### config.mk
export PLATFORM = sky130hd
export DESIGN_NAME = modbus_tcp_fc03_responder
export DESIGN_NICKNAME = d
export VERILOG_FILES = /design/src/hdl/mtf_pkg.sv /design/src/hdl/mtf_front.sv /design/src/hdl/mtf_fifo.sv /design/src/hdl/mtf_back.sv /design/src/hdl/modbus_tcp_fc03_responder.sv
export SDC_FILE = /design/constraint.sdc
export NUM_CORES = 1
export LEC_CHECK = 0
export ABC_AREA = 1
export BUFFER_PORTS_ARGS = -buffer_cell sky130_fd_sc_hd__buf_4
export CAP_MARGIN = 10
export CORE_MARGIN = 2
export CORE_UTILIZATION = 65
export CTS_BUF_LIST = sky130_fd_sc_hd__clkbuf_4
export DETAILED_ROUTE_END_ITERATION = 8
export PLACE_DENSITY = 0.94
export SLEW_MARGIN = 25
export SYNTH_ARGS = -nofsm -noshare
export SYNTH_HDL_FRONTEND = slang
export SYNTH_HIERARCHICAL = 1
export SYNTH_SLANG_ARGS = --single-unit
### constraint.sdc
create_clock -name clk -period 15.6 [get_ports clk]
set_input_delay 1.56 -clock clk [delete_from_list [all_inputs] [get_ports clk]]
set_output_delay 1.56 -clock clk [all_outputs]
set_load 0.03 [all_outputs]
### src/hdl/mtf_pkg.sv
package mtf_pkg;

	// request framing
	localparam int unsigned REQ_BYTES = 12;
	localparam logic [3:0]  REQ_LAST_POS = 4'(REQ_BYTES - 1);

	// register pattern window
	localparam int unsigned PATTERN_BASE = 99;
	localparam int unsigned PATTERN_SPAN = 100;
	localparam logic [15:0] PAT_BASE16 = 16'(PATTERN_BASE);
	localparam logic [16:0] PAT_LO = 17'(PATTERN_BASE);
	localparam logic [16:0] PAT_HI = 17'(PATTERN_BASE + PATTERN_SPAN);

	// protocol constants
	localparam logic [15:0] MBAP_PROTOCOL_ID   = 16'h0000;
	localparam logic [15:0] REQ_LENGTH         = 16'h0006;
	localparam logic [7:0]  FC_READ_HOLDING    = 8'h03;
	localparam logic [7:0]  EXC_CODE_BASE      = 8'h80;
	localparam logic [7:0]  EXC_ILLEGAL_FUNC   = 8'h01;
	localparam logic [15:0] EXC_LENGTH         = 16'h0003;
	localparam logic [4:0]  COUNT_CAP          = 5'd27;

	// configuration register indexes and reset values
	localparam logic       CFG_START_ADDR = 1'b0;
	localparam logic       CFG_MAX_COUNT  = 1'b1;
	localparam logic [7:0] START_ADDR_RST = 8'd100;
	localparam logic [4:0] MAX_COUNT_RST  = 5'd20;

	// classified request handed from front to back
	typedef struct packed {
		logic [15:0] tid;
		logic [15:0] pid;
		logic [7:0]  unit;
		logic [7:0]  fc;
		logic [7:0]  start;
		logic [4:0]  count;
		logic        ok;
	} req_desc_t;

	typedef struct packed {
		logic full;
		logic empty;
	} q_stat_t;

endpackage

### src/hdl/mtf_front.sv
module mtf_front (
	input  logic                 clk,
	input  logic                 arst_n,
	input  logic                 rx_valid,
	output logic                 rx_ready,
	input  logic [7:0]           rx_byte,
	input  logic                 cfg_valid,
	output logic                 cfg_ready,
	input  logic                 cfg_index,
	input  logic [7:0]           cfg_data,
	input  mtf_pkg::q_stat_t     q_stat,
	output logic                 push,
	output mtf_pkg::req_desc_t   desc
);

	logic [3:0]  byte_pos_q;
	logic [7:0]  hdr_q [mtf_pkg::REQ_BYTES];
	logic [7:0]  start_addr_q;
	logic [4:0]  max_count_q;
	logic [4:0]  max_eff;
	logic [15:0] count16;
	logic        at_last;
	logic        rx_fire;

	assign cfg_ready = 1'b1;
	assign at_last   = (byte_pos_q == mtf_pkg::REQ_LAST_POS);
	assign rx_ready  = !at_last || !q_stat.full;
	assign rx_fire   = rx_valid && rx_ready;
	assign push      = rx_fire && at_last;

	assign max_eff = (max_count_q > mtf_pkg::COUNT_CAP) ? mtf_pkg::COUNT_CAP : max_count_q;
	assign count16 = {hdr_q[10], rx_byte};

	always_comb begin
		desc.tid   = {hdr_q[0], hdr_q[1]};
		desc.pid   = {hdr_q[2], hdr_q[3]};
		desc.unit  = hdr_q[6];
		desc.fc    = hdr_q[7];
		desc.start = hdr_q[9];
		desc.count = count16[4:0];
		desc.ok    = ({hdr_q[2], hdr_q[3]} == mtf_pkg::MBAP_PROTOCOL_ID) &&
			({hdr_q[4], hdr_q[5]} == mtf_pkg::REQ_LENGTH) &&
			(hdr_q[7] == mtf_pkg::FC_READ_HOLDING) &&
			({hdr_q[8], hdr_q[9]} == {8'h00, start_addr_q}) &&
			(count16 <= {11'd0, max_eff});
	end

	always_ff @(posedge clk or negedge arst_n) begin
		if (!arst_n) begin
			byte_pos_q   <= '0;
			start_addr_q <= mtf_pkg::START_ADDR_RST;
			max_count_q  <= mtf_pkg::MAX_COUNT_RST;
		end else begin
			if (rx_fire) begin
				byte_pos_q <= at_last ? 4'd0 : byte_pos_q + 4'd1;
			end
			if (cfg_valid && cfg_ready) begin
				case (cfg_index)
					mtf_pkg::CFG_START_ADDR: start_addr_q <= cfg_data;
					mtf_pkg::CFG_MAX_COUNT:  max_count_q  <= cfg_data[4:0];
					default:                 start_addr_q <= start_addr_q;
				endcase
			end
		end
	end

	// header bytes, no reset
	always_ff @(posedge clk) begin
		if (rx_fire) begin
			hdr_q[byte_pos_q] <= rx_byte;
		end
	end

endmodule

### src/hdl/mtf_fifo.sv
module mtf_fifo (
	input  logic                 clk,
	input  logic                 arst_n,
	input  logic                 push,
	input  mtf_pkg::req_desc_t   din,
	input  logic                 pop,
	output mtf_pkg::req_desc_t   dout,
	output mtf_pkg::q_stat_t     stat
);

	mtf_pkg::req_desc_t mem_q [2];
	logic               wr_ptr_q;
	logic               rd_ptr_q;
	logic [1:0]         fill_q;

	assign stat.full  = (fill_q == 2'd2);
	assign stat.empty = (fill_q == 2'd0);
	assign dout       = mem_q[rd_ptr_q];

	always_ff @(posedge clk or negedge arst_n) begin
		if (!arst_n) begin
			wr_ptr_q <= 1'b0;
			rd_ptr_q <= 1'b0;
			fill_q   <= '0;
		end else begin
			if (push) begin
				wr_ptr_q <= !wr_ptr_q;
			end
			if (pop) begin
				rd_ptr_q <= !rd_ptr_q;
			end
			case ({push, pop})
				2'b10:   fill_q <= fill_q + 2'd1;
				2'b01:   fill_q <= fill_q - 2'd1;
				default: fill_q <= fill_q;
			endcase
		end
	end

	always_ff @(posedge clk) begin
		if (push) begin
			mem_q[wr_ptr_q] <= din;
		end
	end

endmodule

### src/hdl/mtf_back.sv
module mtf_back (
	input  logic                 clk,
	input  logic                 arst_n,
	input  mtf_pkg::req_desc_t   head,
	input  mtf_pkg::q_stat_t     q_stat,
	output logic                 pop,
	output logic                 tx_valid,
	input  logic                 tx_ready,
	output logic [7:0]           tx_byte,
	output logic                 is_exception,
	output logic                 last_byte
);

	logic [5:0]  idx_q;
	logic [15:0] served_q;
	logic [15:0] acc_q;
	logic [8:0]  addr_q;
	logic        tx_valid_q;
	logic [7:0]  tx_byte_q;
	logic        exc_q;
	logic        last_q;

	logic        advance;
	logic [7:0]  nxt_byte;
	logic        nxt_last;
	logic [5:0]  ok_last_idx;
	logic [15:0] rlen;
	logic [15:0] reg_val;
	logic        in_window;
	logic [15:0] diff;
	logic [31:0] prod;

	assign advance     = !q_stat.empty && (!tx_valid_q || tx_ready);
	assign ok_last_idx = 6'd8 + {head.count, 1'b0};
	assign rlen        = {10'd0, head.count, 1'b0} + 16'd3;
	assign in_window   = ({8'd0, addr_q} >= mtf_pkg::PAT_LO) &&
		({8'd0, addr_q} < mtf_pkg::PAT_HI);
	assign reg_val     = in_window ? acc_q : 16'd0;
	assign diff        = {8'd0, head.start} - mtf_pkg::PAT_BASE16;
	assign prod        = diff * served_q;

	always_comb begin
		nxt_last = 1'b0;
		case (idx_q)
			6'd0: nxt_byte = head.tid[15:8];
			6'd1: nxt_byte = head.tid[7:0];
			6'd2: nxt_byte = head.pid[15:8];
			6'd3: nxt_byte = head.pid[7:0];
			6'd4: nxt_byte = head.ok ? rlen[15:8] : mtf_pkg::EXC_LENGTH[15:8];
			6'd5: nxt_byte = head.ok ? rlen[7:0] : mtf_pkg::EXC_LENGTH[7:0];
			6'd6: nxt_byte = head.unit;
			6'd7: nxt_byte = head.ok ? head.fc : head.fc + mtf_pkg::EXC_CODE_BASE;
			6'd8: begin
				nxt_byte = head.ok ? {2'd0, head.count, 1'b0} : mtf_pkg::EXC_ILLEGAL_FUNC;
				nxt_last = !head.ok || (head.count == 5'd0);
			end
			default: begin
				nxt_byte = idx_q[0] ? reg_val[15:8] : reg_val[7:0];
				nxt_last = (idx_q == ok_last_idx);
			end
		endcase
	end

	assign pop          = advance && nxt_last;
	assign tx_valid     = tx_valid_q;
	assign tx_byte      = tx_byte_q;
	assign is_exception = exc_q;
	assign last_byte    = last_q;

	always_ff @(posedge clk or negedge arst_n) begin
		if (!arst_n) begin
			idx_q      <= '0;
			served_q   <= '0;
			tx_valid_q <= 1'b0;
		end else begin
			if (advance) begin
				tx_valid_q <= 1'b1;
				idx_q      <= nxt_last ? 6'd0 : idx_q + 6'd1;
				if (idx_q == 6'd0 && head.ok) begin
					served_q <= served_q + 16'd1;
				end
			end else if (tx_ready) begin
				tx_valid_q <= 1'b0;
			end
		end
	end

	always_ff @(posedge clk) begin
		if (advance) begin
			tx_byte_q <= nxt_byte;
			exc_q     <= !head.ok;
			last_q    <= nxt_last;
			if (idx_q == 6'd1) begin
				acc_q  <= prod[15:0];
				addr_q <= {1'b0, head.start};
			end else if (idx_q >= 6'd10 && !idx_q[0]) begin
				acc_q  <= acc_q + served_q;
				addr_q <= addr_q + 9'd1;
			end
		end
	end

endmodule

### src/hdl/modbus_tcp_fc03_responder.sv
// channel  | direction | handshake             | payload
// rx       | in        | rx_valid / rx_ready   | rx_byte
// tx       | out       | tx_valid / tx_ready   | tx_byte, is_exception, last_byte
// cfg      | in        | cfg_valid / cfg_ready | cfg_index, cfg_data
//
// one request byte taken and one response byte given per cycle, bar the stalls below
// the twelfth byte queues a request; its response is registered from the queue head
// the twelfth byte stalls only while the two-entry request queue is full
// cfg_ready is always high; arst_n clears position, counter and queue at once
// tx stalls hold the output register and back up the queue, never the rx bytes 1..11
module modbus_tcp_fc03_responder (
	input  logic       clk,
	input  logic       arst_n,
	input  logic       rx_valid,
	output logic       rx_ready,
	input  logic [7:0] rx_byte,
	output logic       tx_valid,
	input  logic       tx_ready,
	output logic [7:0] tx_byte,
	output logic       is_exception,
	output logic       last_byte,
	input  logic       cfg_valid,
	output logic       cfg_ready,
	input  logic       cfg_index,
	input  logic [7:0] cfg_data
);

	// classified request from the front, head of queue to the back
	mtf_pkg::req_desc_t push_desc;
	mtf_pkg::req_desc_t head_desc;
	mtf_pkg::q_stat_t   q_stat;
	logic               q_push;
	logic               q_pop;

	// front: assembles each 12-byte request and checks it
	mtf_front u_front (
		.clk       (clk),
		.arst_n    (arst_n),
		.rx_valid  (rx_valid),
		.rx_ready  (rx_ready),
		.rx_byte   (rx_byte),
		.cfg_valid (cfg_valid),
		.cfg_ready (cfg_ready),
		.cfg_index (cfg_index),
		.cfg_data  (cfg_data),
		.q_stat    (q_stat),
		.push      (q_push),
		.desc      (push_desc)
	);

	// short queue decoupling request parsing from response streaming
	mtf_fifo u_fifo (
		.clk    (clk),
		.arst_n (arst_n),
		.push   (q_push),
		.din    (push_desc),
		.pop    (q_pop),
		.dout   (head_desc),
		.stat   (q_stat)
	);

	// back: streams the normal or exception response, one byte a cycle unless tx stalls
	mtf_back u_back (
		.clk          (clk),
		.arst_n       (arst_n),
		.head         (head_desc),
		.q_stat       (q_stat),
		.pop          (q_pop),
		.tx_valid     (tx_valid),
		.tx_ready     (tx_ready),
		.tx_byte      (tx_byte),
		.is_exception (is_exception),
		.last_byte    (last_byte)
	);

	// queue must never be written while full
	a_no_overflow: assert property (@(posedge clk) disable iff (!arst_n)
		q_push |-> !q_stat.full)
		else $error("request queue overflow");

	// back must never retire a request that is not there
	a_no_underflow: assert property (@(posedge clk) disable iff (!arst_n)
		q_pop |-> !q_stat.empty)
		else $error("request queue underflow");

	// exception frames always close with the exception code
	a_exc_tail: assert property (@(posedge clk) disable iff (!arst_n)
		(tx_valid && is_exception && last_byte) |-> (tx_byte == mtf_pkg::EXC_ILLEGAL_FUNC))
		else $error("exception frame closes with wrong byte");

endmodule
==> flow_summary_export.csv <==
group,metric,value,unit
timing,fin_crit,7.63,ns
detailed_routing,routedWlPerCell,18.8,um
die,ios,35,
clock_network,cts_hold_buf,0,
global_routing,overflow,0,
placement,dpl.hpwl,28900,um
final_layout,antenna_cells,0,
final_layout,final_nets,2039,
setup_path,critPathMaxStageDelay,0.85,ns
clock_network,cts_resized,0,
global_routing,grt_first_pass_wirelength,68300,um
logic_synthesis,ys_ff_latch,291,
detailed_routing,drt-pass1-iter-count,9,
timing,timing.fmax,131,MHz
worst_hold_path,min_from,"u_front/hdr_q[0][0]",
clock_network,cts-root-buf,"clkbuf_4",
setup_path,start_kind,"flop",
timing,whs,0.411,ns
die,die_width,167,um
detailed_routing,vias_per_cell,5.87,
clock_network,clock_latency,0.74,ns
setup_path,reg2reg_to,"u_back/acc_q[14]",
logic_synthesis,syn_avg_cell_area,9.71,um2
logic_synthesis,synth.top_cell.area_share,43.0,%
placement,port-buffer-count,33,
timing,fin_crit_sh,48.9,%
setup_path,cp_common_cell,"inv_1",
die,row_count,59,
timing,drv_slew,0,
clock_network,htreeDepth,3,
setup_path,critPathArrivalTime,8.10,ns
setup_path,startpoint,"u_fifo/rd_ptr_q",
die,fp.coreArea,26100,um2
final_layout,layout.area.seq,8530,um2
setup_path,reg2reg_from,"u_fifo/rd_ptr_q",
setup_path,cp.depth,32,
placement,gp_congestion,0.942,
setup_path,critPathSlowestCell,"dfrtp_4",
setup_path,crit_type,"flop to flop",
logic_synthesis,synth-main-ff-cell,"edfxtp_1",
detailed_routing,drc,0,
detailed_routing,antenna_left,0,
die,die_h,167,um
setup_path,required,16.07,ns
detailed_routing,vias,13200,
timing,rsz0062_at_grt,"no",
clock_network,post_cts_buffers,0,
logic_synthesis,yosysTopAreaCell,"edfxtp_1",
final_layout,layout-drive-gt1-share,11.1,%
setup_path,endpoint_kind,"flop",
logic_synthesis,synth_fp_nets,1960,
logic_synthesis,ys_warn_count,6,
die,die-area,27800,um2
setup_path,worst-path-buf-inv,10,
setup_path,rrSetupSlack,7.97,ns
logic_synthesis,syn_area,17200,um2
timing,setup_slack,7.97,ns
setup_path,reg2regPathDepth,32,
final_layout,final_common_cell,"nand2_1",
timing,timing.slew.headroom,30.5,%
logic_synthesis,syn_inst,1775,
global_routing,antenna_found_initial,0,
global_routing,first_global_vias,13600,
final_layout,fillers,1629,
global_routing,grt_use_total,31.4,%
clock_network,max-clock-path-buffers,3,
run_status,status,"finished, final reports clean",
worst_hold_path,hp-class,"flop to flop",
placement,dp_slack,8.06,ns
timing,hold_violations,0,
run,drv_cap,0,
setup_path,crit_path_end,"u_back/acc_q[14]",
detailed_routing,totalWireLength,42300,um
final_layout,multi_input_area,7120,um2
timing,finalSetupTns,0,ns
global_routing,grt_max_degree,65,
timing,worst_pin_slew,1.04,ns
clock_network,cts_tree,"yes",
clock_network,cts_sinks,291,
final_layout,syn2layout_area_growth,8.49,%
clock_network,cts_inserted_buffers,73,
logic_synthesis,synth_cell_types,56,
setup_path,path_delay_family,"adder cells",
clock_network,path_clk_slew,0.07,ns
final_layout,final_cell_mix,"377 x nand2_1, 351 x inv_1, 247 x edfxtp_1",
setup_path,cp_max_fo,64,
logic_synthesis,yosys-top-cells-area,"edfxtp_1 43%, fa_1 9.1%, nand2_1 8.2%",
logic_synthesis,synth-edff-count,247,
die,initial_utilization,66.1,%
detailed_routing,drt-initial-drc-count,1569,
timing,fin_skew,0.0887,ns
logic_synthesis,yosysSeqAreaShare,49.5,%
timing,setup_viol,0,
logic_synthesis,synthArstFlopShare,15.1,%
-- worst min path at each step --
stage / end / slack, ns / cells after the start
after CTS: u_fifo/mem_q[0][54] / 0.41 / 0
after detailed placement: u_fifo/mem_q[1][49] / 0.43 / 0
after floorplan: u_fifo/mem_q[0][22] / 0.42 / 0
final: u_fifo/mem_q[0][54] / 0.41 / 0
after global routing: u_fifo/mem_q[0][54] / 0.43 / 0
after global placement: u_fifo/mem_q[0][60] / 0.42 / 0
-- kinds of logic after synthesis --
group / synth area share, %
other cells: 0.0218
fa+ha+maj: 15.2
flops: 49.5
xor+xnor: 2.19
compound gates: 7.09
mux: 0.421
simple gates: 16.2
buf+inv: 9.36
-- cell usage after synthesis, drive strengths merged, types with 27 or more instances --
| cell | count |
|---|---|
| a21oi | 45 |
| buf | 27 |
| dfrtp | 39 |
| edfxtp | 247 |
| fa | 78 |
| ha | 85 |
| inv | 360 |
| nand2 | 378 |
| nand3 | 69 |
| nor2 | 151 |
| o21ai | 129 |
| xor2 | 33 |
-- worst reg2reg max path, delay by kind of cell (launching register included) --
kind                     cells  cell delay [ns]
adder cells (fa/ha/maj)      8             3.83
AND/OR/NAND/NOR             11             1.47
flip-flops                   1             0.85
buffers and inverters       10             0.92
XOR/XNOR                     1             0.07
AO/OA/AOI/OAI                2             0.26
-- per-layer routing --
layer | vias to the layer above | GRT usage [%] | wire (um)
met4 | 0 | 17.3 | 2290
met3 | 221 | 7.63 | 4340
met5 | - | 0 | 0
li1 | 5926 | - | -
met2 | 847 | 52.5 | 20600
met1 | 6199 | 37.5 | 15100
-- stage by stage --
stage	cells	instance area (um2)	util (%)
floorplan	1775	17200	-
global placement	2114	17700	68.0
detailed placement	2114	17700	68.0
CTS	2248	18700	71.7
global route	2248	18700	71.7
finish	2248	18700	71.7
-- sequential cells by signal, indices dropped and copies added, names as in the netlist, 2 cells and up --
name	cells
u_front/byte_pos_q	4
u_front/hdr_q	88
u_back/served_q	16
u_back/addr_q	9
u_fifo/fill_q	2
u_back/idx_q	6
u_back/acc_q	16
u_back/tx_byte	8
u_front/start_addr_q	8
u_fifo/mem_q	124
u_front/max_count_q	5
-- final cells by class --
type                    instances  area share (%)
clock buffers                 107            4.30
clock inverters                27           0.850
inverters                     363            7.29
multi-input cells            1084            38.1
flip-flops and latches        291            45.6
well taps                     335            2.24
repair buffers                 41            1.65
Power is not shown: default switching activity piles up to over one toggle a cycle in this logic, so the estimate is an artifact.
